## src/rtl/swhf_pkg.sv

```systemverilog
// Shared types, sizes and saturating Q-format arithmetic for the HLL flux core.
// No dependencies; used by every module of the block.
`default_nettype none

package swhf_pkg;

    localparam int WORD_BITS = 32;
    localparam int FRAC_BITS = 16;

    // Stream payload sizes
    localparam int IN_FIELDS = 6;
    localparam int IN_BITS   = IN_FIELDS * WORD_BITS;
    localparam int OUT_USED  = 4 * WORD_BITS - 1;
    localparam int OUT_BITS  = ((OUT_USED + 7) / 8) * 8;

    // Register map
    localparam int         ADDR_BITS    = 2;
    localparam logic [1:0] ADDR_GRAVITY = 2'd0;
    localparam logic [WORD_BITS-2:0] GRAVITY_RESET = (WORD_BITS - 1)'(642908);

    // Square root: floor(sqrt(x * 2^F)) for a nonnegative (W-1)-bit x
    localparam int SQRT_BITS   = (WORD_BITS - 1 + FRAC_BITS + 1) / 2;
    localparam int SQRT_STEP   = 4;
    localparam int SQRT_STAGES = (SQRT_BITS + SQRT_STEP - 1) / SQRT_STEP;

    // Divider: (|a| * 2^F) / |b|, one quotient bit per step
    localparam int DIV_BITS   = WORD_BITS + FRAC_BITS;
    localparam int DIV_STEP   = 4;
    localparam int DIV_STAGES = (DIV_BITS + DIV_STEP - 1) / DIV_STEP;

    typedef logic signed [WORD_BITS-1:0] word_t;
    typedef logic [WORD_BITS-1:0]        umag_t;

    typedef struct packed {
        word_t val;
        logic  clip;
    } sres_t;

    localparam logic [2*WORD_BITS-1:0] POS_LIM =
        {{(WORD_BITS + 1){1'b0}}, {(WORD_BITS - 1){1'b1}}};
    localparam logic [2*WORD_BITS-1:0] NEG_LIM = POS_LIM + 1'b1;

    localparam word_t WORD_MAX = {1'b0, {(WORD_BITS - 1){1'b1}}};
    localparam word_t WORD_MIN = {1'b1, {(WORD_BITS - 1){1'b0}}};

    function automatic umag_t mag(input word_t a);
        return a[WORD_BITS-1] ? umag_t'(~a + 1'b1) : umag_t'(a);
    endfunction

    function automatic sres_t from_mag(input logic [2*WORD_BITS-1:0] m, input logic neg);
        sres_t                  r;
        logic [2*WORD_BITS-1:0] lim;
        logic [2*WORD_BITS-1:0] mm;
        lim = neg ? NEG_LIM : POS_LIM;
        r.clip = (m > lim);
        mm = r.clip ? lim : m;
        r.val = neg ? word_t'(~mm[WORD_BITS-1:0] + 1'b1) : word_t'(mm[WORD_BITS-1:0]);
        return r;
    endfunction

    // Exact product, magnitude shifted right (truncation toward zero), saturated
    function automatic sres_t fx_mul(input word_t a, input word_t b);
        logic [2*WORD_BITS-1:0] p;
        p = {{WORD_BITS{1'b0}}, mag(a)} * {{WORD_BITS{1'b0}}, mag(b)};
        return from_mag(p >> FRAC_BITS, a[WORD_BITS-1] ^ b[WORD_BITS-1]);
    endfunction

    function automatic sres_t fx_add(input word_t a, input word_t b);
        sres_t                r;
        logic [WORD_BITS:0]   s;
        s = {a[WORD_BITS-1], a} + {b[WORD_BITS-1], b};
        r.clip = s[WORD_BITS] ^ s[WORD_BITS-1];
        r.val  = r.clip ? (s[WORD_BITS] ? WORD_MIN : WORD_MAX) : word_t'(s[WORD_BITS-1:0]);
        return r;
    endfunction

    function automatic sres_t fx_sub(input word_t a, input word_t b);
        sres_t                r;
        logic [WORD_BITS:0]   s;
        s = {a[WORD_BITS-1], a} - {b[WORD_BITS-1], b};
        r.clip = s[WORD_BITS] ^ s[WORD_BITS-1];
        r.val  = r.clip ? (s[WORD_BITS] ? WORD_MIN : WORD_MAX) : word_t'(s[WORD_BITS-1:0]);
        return r;
    endfunction

    function automatic sres_t fx_abs(input word_t a);
        sres_t r;
        if (a[WORD_BITS-1])
        begin
            r = fx_sub('0, a);
        end
        else
        begin
            r.val  = a;
            r.clip = 1'b0;
        end
        return r;
    endfunction

    // Product with one half; never clips
    function automatic word_t fx_half(input word_t a);
        umag_t m;
        m = mag(a) >> 1;
        return a[WORD_BITS-1] ? word_t'(~m + 1'b1) : word_t'(m);
    endfunction

endpackage

`default_nettype wire

```

## src/rtl/swhf_cfg.sv

```systemverilog
// APB register block holding the gravity register.
// Depends on swhf_pkg for widths, address map and reset value.
`default_nettype none

module swhf_cfg (
    input  wire                              clk,
    input  wire                              rst_n,
    input  wire                              psel,
    input  wire                              penable,
    input  wire                              pwrite,
    input  wire  [swhf_pkg::ADDR_BITS-1:0]   paddr,
    input  wire  [31:0]                      pwdata,
    output logic [31:0]                      prdata,
    output logic                             pready,
    output logic [swhf_pkg::WORD_BITS-2:0]   gravity
);

    logic [swhf_pkg::WORD_BITS-2:0] gravity_reg;

    always_ff @(posedge clk or negedge rst_n)
    begin
        if (!rst_n)
        begin
            gravity_reg <= swhf_pkg::GRAVITY_RESET;
        end
        else if (psel && penable && pwrite && pready && paddr == swhf_pkg::ADDR_GRAVITY)
        begin
            gravity_reg <= pwdata[swhf_pkg::WORD_BITS-2:0];
        end
    end

    always_comb
    begin
        prdata = '0;
        if (paddr == swhf_pkg::ADDR_GRAVITY)
        begin
            prdata = 32'(gravity_reg);
        end
    end

    assign pready  = 1'b1;
    assign gravity = gravity_reg;

endmodule

`default_nettype wire

```

## config.mk

```make
export PLATFORM = sky130hd
export DESIGN_NAME = swhf_cfg
export DESIGN_NICKNAME = d
export VERILOG_FILES = /design/src/rtl/swhf_pkg.sv /design/src/rtl/swhf_cfg.sv
export SDC_FILE = /design/constraint.sdc
export NUM_CORES = 1
export LEC_CHECK = 0
export BUFFER_PORTS_ARGS = -buffer_cell sky130_fd_sc_hd__buf_2
export CAP_MARGIN = 10
export CORE_UTILIZATION = 42
export DETAILED_ROUTE_END_ITERATION = 10
export GPL_TIMING_DRIVEN = 0
export PLACE_DENSITY = 0.8
export SYNTH_ARGS = -nofsm -noshare
export SYNTH_HDL_FRONTEND = slang
export SYNTH_SLANG_ARGS = --single-unit
```

## constraint.sdc

```tcl
create_clock -name clk -period 1.3 [get_ports clk]
set_clock_uncertainty 0.2 [all_clocks]
set_input_delay 0.13 -clock clk [delete_from_list [all_inputs] [get_ports clk]]
set_output_delay 0.13 -clock clk [all_outputs]
set_load 0.005 [all_outputs]
```

==> run metrics <==
fillers 192; met2 routed WL about 2.7 mm; pwr/cell area 1260 nW/µm²; fin area 2810 µm²; overall global routing resource usage a little under a quarter; initial antenna violation count 0; Ys Warns 0; Hold Path Class primary input to asynchronous set/reset pin; clk_lat worst skew 0.28 ns; Pre-antenna DRT Iters 3; PnR worst setup slack -0.103 ns; diode count 0; worst-path maximum fanout 3; DRC 0; VDD IR-drop max approximately 0.82 mV; first-pass GRT wire length 6.91 mm; P&R area growth vs syn 78.9%; RSZ-0062 raised after global routing true; Yosys reg bits 31; sequential element share of the synthesized area 50.4%; die span in x 63.1 µm; Largest register FFs 31; # IOs approximately 100; core area 3440 µm²; Post-DP Area 2130 µm²; CTS root buffer clkbuf_8; cts bufs inserted 5; I/O Buffers 99; Critical Path RT 0.97 ns; min cycle time layout 1.40 ns; post-DP HPWL about 2.5 mm; via count 1,404; metal3 WL 277 µm; Pleak 1.47 nW; worst-margin pin slew between 0.6 and 0.7 ns; Distinct cells, synth 13; Final period util 108%; Layout Utilization 81.5%; total grt overflow 0; crit path launch type register; Die Y 63.1 µm; H-tree levels 2; drt wl/cell 16.4 µm; Final setup viols 15; initial cell density of the core between 40% and 50%; Routed WL roughly 5 mm; WS Path Type register to output pin; FMAX 713 MHz; Rows 21; Syn Std Cell Area 1570 µm²; share of layout cells above drive strength 1 70.3%; Worst EP arrival 1.07 ns; pre-CTS WS -0.236 ns; TritonCTS clock tree yes; # clock sinks 31; wl on met1 approximately 1.9 mm; cells after synthesis 106; Nets 297; die area 3980 µm²; Synth Net Count 145; Slew Viols, Final 0; Reg clk slew, reported paths roughly 0.070 ns; Mean Syn Cell Area ~15 µm²; Initial DRC Count 32; drt via density between 4 and 5; commonest cells after routing, fill and taps aside buf_2, dlygate4sd3_1, mux2_4; Clock Tree Buf Depth 2; largest net degree at the start of global routing 32; most common cell after layout, fill and taps aside buf_2; DR top layer met4; area of the multi-input gates 702 µm²; vias in the first global route roughly 1,400; register area 791 µm²; Hold Violations, Final 0; max-cap violation count 0; relative slew slack a little over half; Critical Path Sink Type output pin; failing checks setup timing; routability cong. 0.758; status finished with violations; Post-DRT Antenna Nets 0
-- power breakdown --
group	internal, mW	switching, mW	total, mW
Combinational	0.765	0.362	1.13
Clock	0.619	0.347	0.967
Sequential	1.26	0.182	1.44
-- worst max-delay path: stages, from the launching register on --
cell and delay, ns:
dfstp_2 0.54, and2_1 0.14, buf_2 0.13
-- synth_stat cells --
cell type / n / area [µm²]
dfstp_2: 12 / 315
buf_12: 3 / 60.1
mux2_4: 30 / 450
buf_6: 1 / 11.3
dfrtp_1: 19 / 475
and2_2: 1 / 7.51
and4_1: 1 / 8.76
nor2_2: 1 / 6.26
mux2_2: 1 / 11.3
conb_1: 2 / 7.51
and2_1: 30 / 188
buf_4: 2 / 15.0
clkbuf_1: 3 / 11.3
-- layer usage --
| metal | GRT usage, % | vias to the layer above |
|---|---|---|
| li1 | - | 645 |
| met1 | 24.6 | 676 |
| met2 | 43.0 | 71 |
| met3 | 5.62 | 12 |
| met4 | 9.59 | 0 |
| met5 | 0 | - |
-- metrics by stage --
step / hold slack, ns / cells / setup TNS [ns] / total power [mW]
floorplan: -0.366 / 106 / -0.0899 / 1.85
finish: 0.242 / 305 / -1.00 / 3.53
global route: 0.298 / 305 / -1.59 / 3.70
global placement: -0.000422 / 251 / -5.71 / 2.25
detailed placement: 0.00626 / 251 / -6.87 / 2.28
CTS: 0.249 / 296 / -0.760 / 3.38
-- timing repair --
item / in CTS / in global routing
hold buffers: 32 / 0
pin swaps: 0 / 0
endpoints found under the setup margin: 31 / 34
resized for setup: 3 / 17
cloned: 0 / 3
hold endpoints to repair: 50 / 0
buffers inserted: 5 / 6
-- worst paths after layout --
kind	start	end	slack, ns	cells past startpoint
worst max-delay path	gravity[2]	prdata[2]	-0.10	2
worst min register to register	gravity[1]	gravity[1]	0.33	1
max in group asynchronous	rst_n	gravity[29]	0.22	2
min in group clk	gravity[1]	gravity[1]	0.33	1
worst max register to register	gravity[15]	gravity[15]	0.16	3
worst min-delay path	rst_n	gravity[18]	0.24	2
-- kinds of logic after synthesis --
group                  after synthesis  share of synthesized area [%]
AND/OR/NAND/NOR                     33                           13.4
multiplexers                        31                           29.4
flip-flops                          31                           50.4
buffers and inverters                9                           6.22
other                                2                          0.479
-- cell type report --
type	instances	area share, %
Buffer	9	3.61
Clock buffer	6	2.94
Clock inverter	2	1.25
Multi-Input combinational cell	66	25.0
Sequential cell	31	28.2
Tap cell	46	2.05
Timing Repair Buffer	145	36.9
Note: power is estimated with default switching activity, not from simulation.
