<file path="src/rtl/swhf_pkg.sv">
// Shared types, sizes and saturating Q-format arithmetic for the HLL flux core.
// No dependencies; used by every module of the block.
`default_nettype none

package swhf_pkg;

    localparam int WORD_BITS = 32;
    localparam int FRAC_BITS = 16;

    // Stream payload sizes
    localparam int IN_FIELDS = 6;
    localparam int IN_BITS   = IN_FIELDS * WORD_BITS;
    localparam int OUT_USED  = 4 * WORD_BITS - 1;
    localparam int OUT_BITS  = ((OUT_USED + 7) / 8) * 8;

    // Register map
    localparam int         ADDR_BITS    = 2;
    localparam logic [1:0] ADDR_GRAVITY = 2'd0;
    localparam logic [WORD_BITS-2:0] GRAVITY_RESET = (WORD_BITS - 1)'(642908);

    // Square root: floor(sqrt(x * 2^F)) for a nonnegative (W-1)-bit x
    localparam int SQRT_BITS   = (WORD_BITS - 1 + FRAC_BITS + 1) / 2;
    localparam int SQRT_STEP   = 4;
    localparam int SQRT_STAGES = (SQRT_BITS + SQRT_STEP - 1) / SQRT_STEP;

    // Divider: (|a| * 2^F) / |b|, one quotient bit per step
    localparam int DIV_BITS   = WORD_BITS + FRAC_BITS;
    localparam int DIV_STEP   = 4;
    localparam int DIV_STAGES = (DIV_BITS + DIV_STEP - 1) / DIV_STEP;

    typedef logic signed [WORD_BITS-1:0] word_t;
    typedef logic [WORD_BITS-1:0]        umag_t;

    typedef struct packed {
        word_t val;
        logic  clip;
    } sres_t;

    localparam logic [2*WORD_BITS-1:0] POS_LIM =
        {{(WORD_BITS + 1){1'b0}}, {(WORD_BITS - 1){1'b1}}};
    localparam logic [2*WORD_BITS-1:0] NEG_LIM = POS_LIM + 1'b1;

    localparam word_t WORD_MAX = {1'b0, {(WORD_BITS - 1){1'b1}}};
    localparam word_t WORD_MIN = {1'b1, {(WORD_BITS - 1){1'b0}}};

    function automatic umag_t mag(input word_t a);
        return a[WORD_BITS-1] ? umag_t'(~a + 1'b1) : umag_t'(a);
    endfunction

    function automatic sres_t from_mag(input logic [2*WORD_BITS-1:0] m, input logic neg);
        sres_t                  r;
        logic [2*WORD_BITS-1:0] lim;
        logic [2*WORD_BITS-1:0] mm;
        lim = neg ? NEG_LIM : POS_LIM;
        r.clip = (m > lim);
        mm = r.clip ? lim : m;
        r.val = neg ? word_t'(~mm[WORD_BITS-1:0] + 1'b1) : word_t'(mm[WORD_BITS-1:0]);
        return r;
    endfunction

    // Exact product, magnitude shifted right (truncation toward zero), saturated
    function automatic sres_t fx_mul(input word_t a, input word_t b);
        logic [2*WORD_BITS-1:0] p;
        p = {{WORD_BITS{1'b0}}, mag(a)} * {{WORD_BITS{1'b0}}, mag(b)};
        return from_mag(p >> FRAC_BITS, a[WORD_BITS-1] ^ b[WORD_BITS-1]);
    endfunction

    function automatic sres_t fx_add(input word_t a, input word_t b);
        sres_t                r;
        logic [WORD_BITS:0]   s;
        s = {a[WORD_BITS-1], a} + {b[WORD_BITS-1], b};
        r.clip = s[WORD_BITS] ^ s[WORD_BITS-1];
        r.val  = r.clip ? (s[WORD_BITS] ? WORD_MIN : WORD_MAX) : word_t'(s[WORD_BITS-1:0]);
        return r;
    endfunction

    function automatic sres_t fx_sub(input word_t a, input word_t b);
        sres_t                r;
        logic [WORD_BITS:0]   s;
        s = {a[WORD_BITS-1], a} - {b[WORD_BITS-1], b};
        r.clip = s[WORD_BITS] ^ s[WORD_BITS-1];
        r.val  = r.clip ? (s[WORD_BITS] ? WORD_MIN : WORD_MAX) : word_t'(s[WORD_BITS-1:0]);
        return r;
    endfunction

    function automatic sres_t fx_abs(input word_t a);
        sres_t r;
        if (a[WORD_BITS-1])
        begin
            r = fx_sub('0, a);
        end
        else
        begin
            r.val  = a;
            r.clip = 1'b0;
        end
        return r;
    endfunction

    // Product with one half; never clips
    function automatic word_t fx_half(input word_t a);
        umag_t m;
        m = mag(a) >> 1;
        return a[WORD_BITS-1] ? word_t'(~m + 1'b1) : word_t'(m);
    endfunction

endpackage

`default_nettype wire

</file>
<file path="src/rtl/swhf_sqrt.sv">
// Pipelined restoring square root, floor(sqrt(x * 2^FRAC_BITS)).
// Depends on swhf_pkg; SQRT_STEP root bits per stage, SQRT_STAGES stages.
`default_nettype none

module swhf_sqrt (
    input  wire                               clk,
    input  wire                               en,
    input  wire  [swhf_pkg::WORD_BITS-2:0]    x,
    output logic [swhf_pkg::SQRT_BITS-1:0]    root
);

    localparam int RW = swhf_pkg::SQRT_STEP * swhf_pkg::SQRT_STAGES;
    localparam int NS = swhf_pkg::SQRT_STAGES;

    logic [RW+2:0]   rem_reg  [NS];
    logic [RW-1:0]   q_reg    [NS];
    logic [2*RW-1:0] n_reg    [NS];
    logic [RW+2:0]   rem_next [NS];
    logic [RW-1:0]   q_next   [NS];
    logic [2*RW-1:0] n_next   [NS];

    always_comb
    begin
        logic [RW+2:0]   r;
        logic [RW+2:0]   t;
        logic [RW+2:0]   tr;
        logic [RW-1:0]   q;
        logic [2*RW-1:0] n;
        for (int s = 0; s < NS; s++)
        begin
            if (s == 0)
            begin
                r = '0;
                q = '0;
                n = (2*RW)'({x, {swhf_pkg::FRAC_BITS{1'b0}}});
            end
            else
            begin
                r = rem_reg[s-1];
                q = q_reg[s-1];
                n = n_reg[s-1];
            end
            for (int k = 0; k < swhf_pkg::SQRT_STEP; k++)
            begin
                t  = {r[RW:0], n[2*RW-1 -: 2]};
                tr = {1'b0, q, 2'b01};
                if (t >= tr)
                begin
                    r = t - tr;
                    q = {q[RW-2:0], 1'b1};
                end
                else
                begin
                    r = t;
                    q = {q[RW-2:0], 1'b0};
                end
                n = {n[2*RW-3:0], 2'b00};
            end
            rem_next[s] = r;
            q_next[s]   = q;
            n_next[s]   = n;
        end
    end

    always_ff @(posedge clk)
    begin
        if (en)
        begin
            for (int s = 0; s < NS; s++)
            begin
                rem_reg[s] <= rem_next[s];
                q_reg[s]   <= q_next[s];
                n_reg[s]   <= n_next[s];
            end
        end
    end

    assign root = q_reg[NS-1][swhf_pkg::SQRT_BITS-1:0];

endmodule

`default_nettype wire

</file>
<file path="config.mk">
export PLATFORM = sky130hd
export DESIGN_NAME = swhf_sqrt
export DESIGN_NICKNAME = d
export VERILOG_FILES = /design/src/rtl/swhf_pkg.sv /design/src/rtl/swhf_sqrt.sv
export SDC_FILE = /design/constraint.sdc
export NUM_CORES = 1
export LEC_CHECK = 0
export ABC_AREA = 1
export BUFFER_PORTS_ARGS = -buffer_cell sky130_fd_sc_hd__buf_2
export CAP_MARGIN = 25
export CELL_PAD_IN_SITES_DETAIL_PLACEMENT = 1
export CELL_PAD_IN_SITES_GLOBAL_PLACEMENT = 2
export CORE_MARGIN = 5
export CORE_UTILIZATION = 36
export CTS_CLUSTER_DIAMETER = 120
export CTS_CLUSTER_SIZE = 8
export DETAILED_ROUTE_END_ITERATION = 16
export GPL_TIMING_DRIVEN = 0
export PLACE_DENSITY = 0.79
export SYNTH_ARGS = -nofsm -noshare
export SYNTH_HDL_FRONTEND = slang
export SYNTH_SLANG_ARGS = --single-unit
</file>
<file path="constraint.sdc">
create_clock -name clk -period 9.85 [get_ports clk]
set_clock_uncertainty 0.15 [all_clocks]
set_input_delay 2.4625 -clock clk [delete_from_list [all_inputs] [get_ports clk]]
set_output_delay 2.4625 -clock clk [all_outputs]
set_load 0.005 [all_outputs]
</file>
==> impl_results.md <==
* Antenna violations before repair at 3
* Startpoint class of the critical path: register
* M1 GR Usage at 0.340
* CTS Buffer Depth at 3
* CTS Sinks at 256
* Slew Limit Fails at 0
* Worst r2r src: q_reg[2][1]
* Mean Syn Cell Area at 6.24 um2
* Achievable frequency at 0.108 GHz
* Post-synthesis xor/xnor area fraction at 0.0603
* Post-synthesis mux area share at 0
* First-pass GRT wire length at 202000 um
* Min cycle time layout at 9270 ps
* Final Hold Viols at 0
* Busiest grt layer: met2
* Hold_buf cts at 0
* Static leakage at 0.0184 uW
* Crit path top cell by count: nand2_1
* Synth async-reset ratio at 0
* Area leader, netlist: edfxtp_1
* Placed inst area at 36200 um2
* Largest net degree at the start of global routing at 122
* Rel. slew slack at 0.393
* Die Y-Extent at 319 um
* GRT met2 Usage at 0.427
* Cells after synthesis at 5494
* CP Capture Type: register
* Layout cells sized above 1 at 0.0979
* Core Area at 94700 um2
* Max reg flops at 124
* Crit path max fanout at 11
* Worst vdd ir at 223 uV
* Master cell of the clock root buffer: clkbuf_16
* Main combinational cell family by area after synthesis: simple AND/OR/NAND/NOR gates
* Clk pin slew, worst setup/hold paths at 50 ps
* Drt pass-1 iters at 7
* CP Class: reg -> reg
* Worst Hold Launch: n_reg[1][31]
* Yosys warnings at 0
* Hold Path Class: reg -> reg
* Starting Density at 0.362
* Synth top area cells: edfxtp_1 22%, nand2_1 19%, ha_1 11%
* Seq cells post-synth at 256
* Site Rows at 113
* MaxCap Viol Count at 0
* HPWL after DPL at 110000 um
* NumNets Final at 5999
* WL/cell at 18.8 um
* CTS H-tree depth at 2
* Setup crit start: q_reg[2][1]
* CP arrival at 9520 ps
* Antenna Diode Count at 0
* Worst skew pair latency at 600 ps
* Via-to-Cell Ratio at 5.20
* Final setup fails at 0
* Vias in the first global route at 36200
* Outcome: finished clean
* CTS tree: built
* Simple-gate share of the synthesized area at 0.391
* Crit share post-route at 0.941
* CP required at 10100 ps
* Number of port buffers at 56
* Area Growth Syn to Fin at 12.4%
* Final core utilization at 0.407
* Final Wtd Congestion at 0.909
* Die ar. at 102000 um2
* DRC viols at 0
* Net Count, Synth at 5830
* TritonCTS Buffers at 39
* Antenna viol nets, final at 0
* Top cell type's share of synthesized area at 0.224
* Grt ovf at 0
* Post-Synth Adder-Cell Area at 0.111
* Sequential fraction of the synthesis area at 0.224
* Power density over the cells at 395 nW/um2
* Setup repair after global routing missed its margin: true
* Boundary Pins at 57
* Slew @ Worst Pin at 901 ps
* GR Layer Usage met3 at 0.0165
* Via count at 36000
* Die width at 319 um
* Iter 0 DRT Violations at 1915
* Post-route cell area at 38600 um2
* Yosys cell types at 53
* Synth cell count leaders: 1717 x nand2_1, 746 x inv_1, 574 x nor2_1
* Count leader, synth: nand2_1
* Slowest stage cell on the critical path: edfxtp_1
* Compound-gate portion of the synthesized area at 0.117
* Commonest register cell after synthesis: edfxtp_1
* GRT Overall Usage at 0.247
* Post-synth EDFFs at 256
* Post-Syn Area at 34300 um2
* Drt total wl at 131000 um
* Max stage delay on crit path at 410 ps
## path summary, 6_finish.rpt
kind,endpoint,slack (ps),cells after the start
worst max-delay path,rem_reg[3][21],580,56
worst min register to register,n_reg[2][39],270,0
worst max register to register,rem_reg[3][21],580,56
worst min-delay path,n_reg[2][39],270,0
## power by group
group	total, uW	internal [uW]	switching (uW)
clock network	1270	742	528
logic	12100	4000	8090
registers	1870	1660	208
## placed cells by master, fill, tap and decap left out, types with 8 or more instances in the layout
cell,n
o21bai_1,19
o21ai_1,44
edfxtp_1,256
nand2_1,1705
clkbuf_2,8
o211ai_1,10
o21ai_2,14
a21oi_1,282
nand4_1,118
o21a_1,18
a21o_1,10
ha_4,9
nand2_4,16
clkinvlp_4,12
buf_6,13
nand2_2,52
nor2_2,31
a31oi_1,12
clkbuf_4,10
xor2_1,130
a21oi_2,33
xnor2_1,106
nor2_1,561
nor3_1,49
inv_1,708
nand3_1,446
or2_2,18
nand3b_1,40
clkbuf_16,40
nor4_1,9
nand3_2,16
nor2_4,21
buf_4,91
ha_2,16
ha_1,276
o21ai_0,268
buf_2,65
inv_2,48
## through the flow
step | hold slack [ps] | std cells | TNS, ps | power, uW | worst slack [ps]
floorplan | 250 | 5494 | 0 | 10400 | 1400
global placement | 251 | 6815 | -117710 | 13400 | -2210
detailed placement | 256 | 6817 | -123190 | 13600 | -2280
CTS | 269 | 6885 | 0 | 15100 | 2.08
global route | 271 | 6934 | -195 | 16900 | -57.7
finish | 266 | 6934 | 0 | 15200 | 582
## kinds of logic (layout without fill, tap and decap cells)
family / Yosys count / in the layout
simple gates: 3111 / 3111
xor+xnor: 236 / 236
fa+ha+maj: 303 / 303
flops: 256 / 256
buf+inv: 844 / 1019
compound gates: 744 / 744
## final cells by class
| type | count | area (um2) |
|---|---|---|
| Multi-Input combinational cell | 4394 | 23800 |
| Clock buffer | 40 | 1000 |
| Inverter | 775 | 2960 |
| Clock inverter | 7 | 75.1 |
| Tap cell | 1265 | 1580 |
| Buffer | 64 | 502 |
| Fill cell | 12600 | 56200 |
| Timing Repair Buffer | 133 | 908 |
| Sequential cell | 256 | 7690 |
## repair_timing
| action | CTS | global route |
|---|---|---|
| endpoints found under the setup margin | 78 | 104 |
| pin swaps | 14 | 39 |
| setup buffers | 24 | 51 |
| resized for setup | 124 | 170 |
## critical path, delay by kind of cell (launching register included)
kind | cells | cell delay (ps)
flip-flops | 1 | 410
buffers and inverters | 15 | 2210
AO/OA/AOI/OAI | 4 | 780
AND/OR/NAND/NOR | 33 | 4020
adder cells (fa/ha/maj) | 4 | 1490
## per-layer routing
metal	vias up	share of wire
li1	18300	-
met5	-	0
met2	395	0.47
met4	0	0.022
met1	17200	0.48
met3	111	0.022
(Power assumes the default switching activity.)
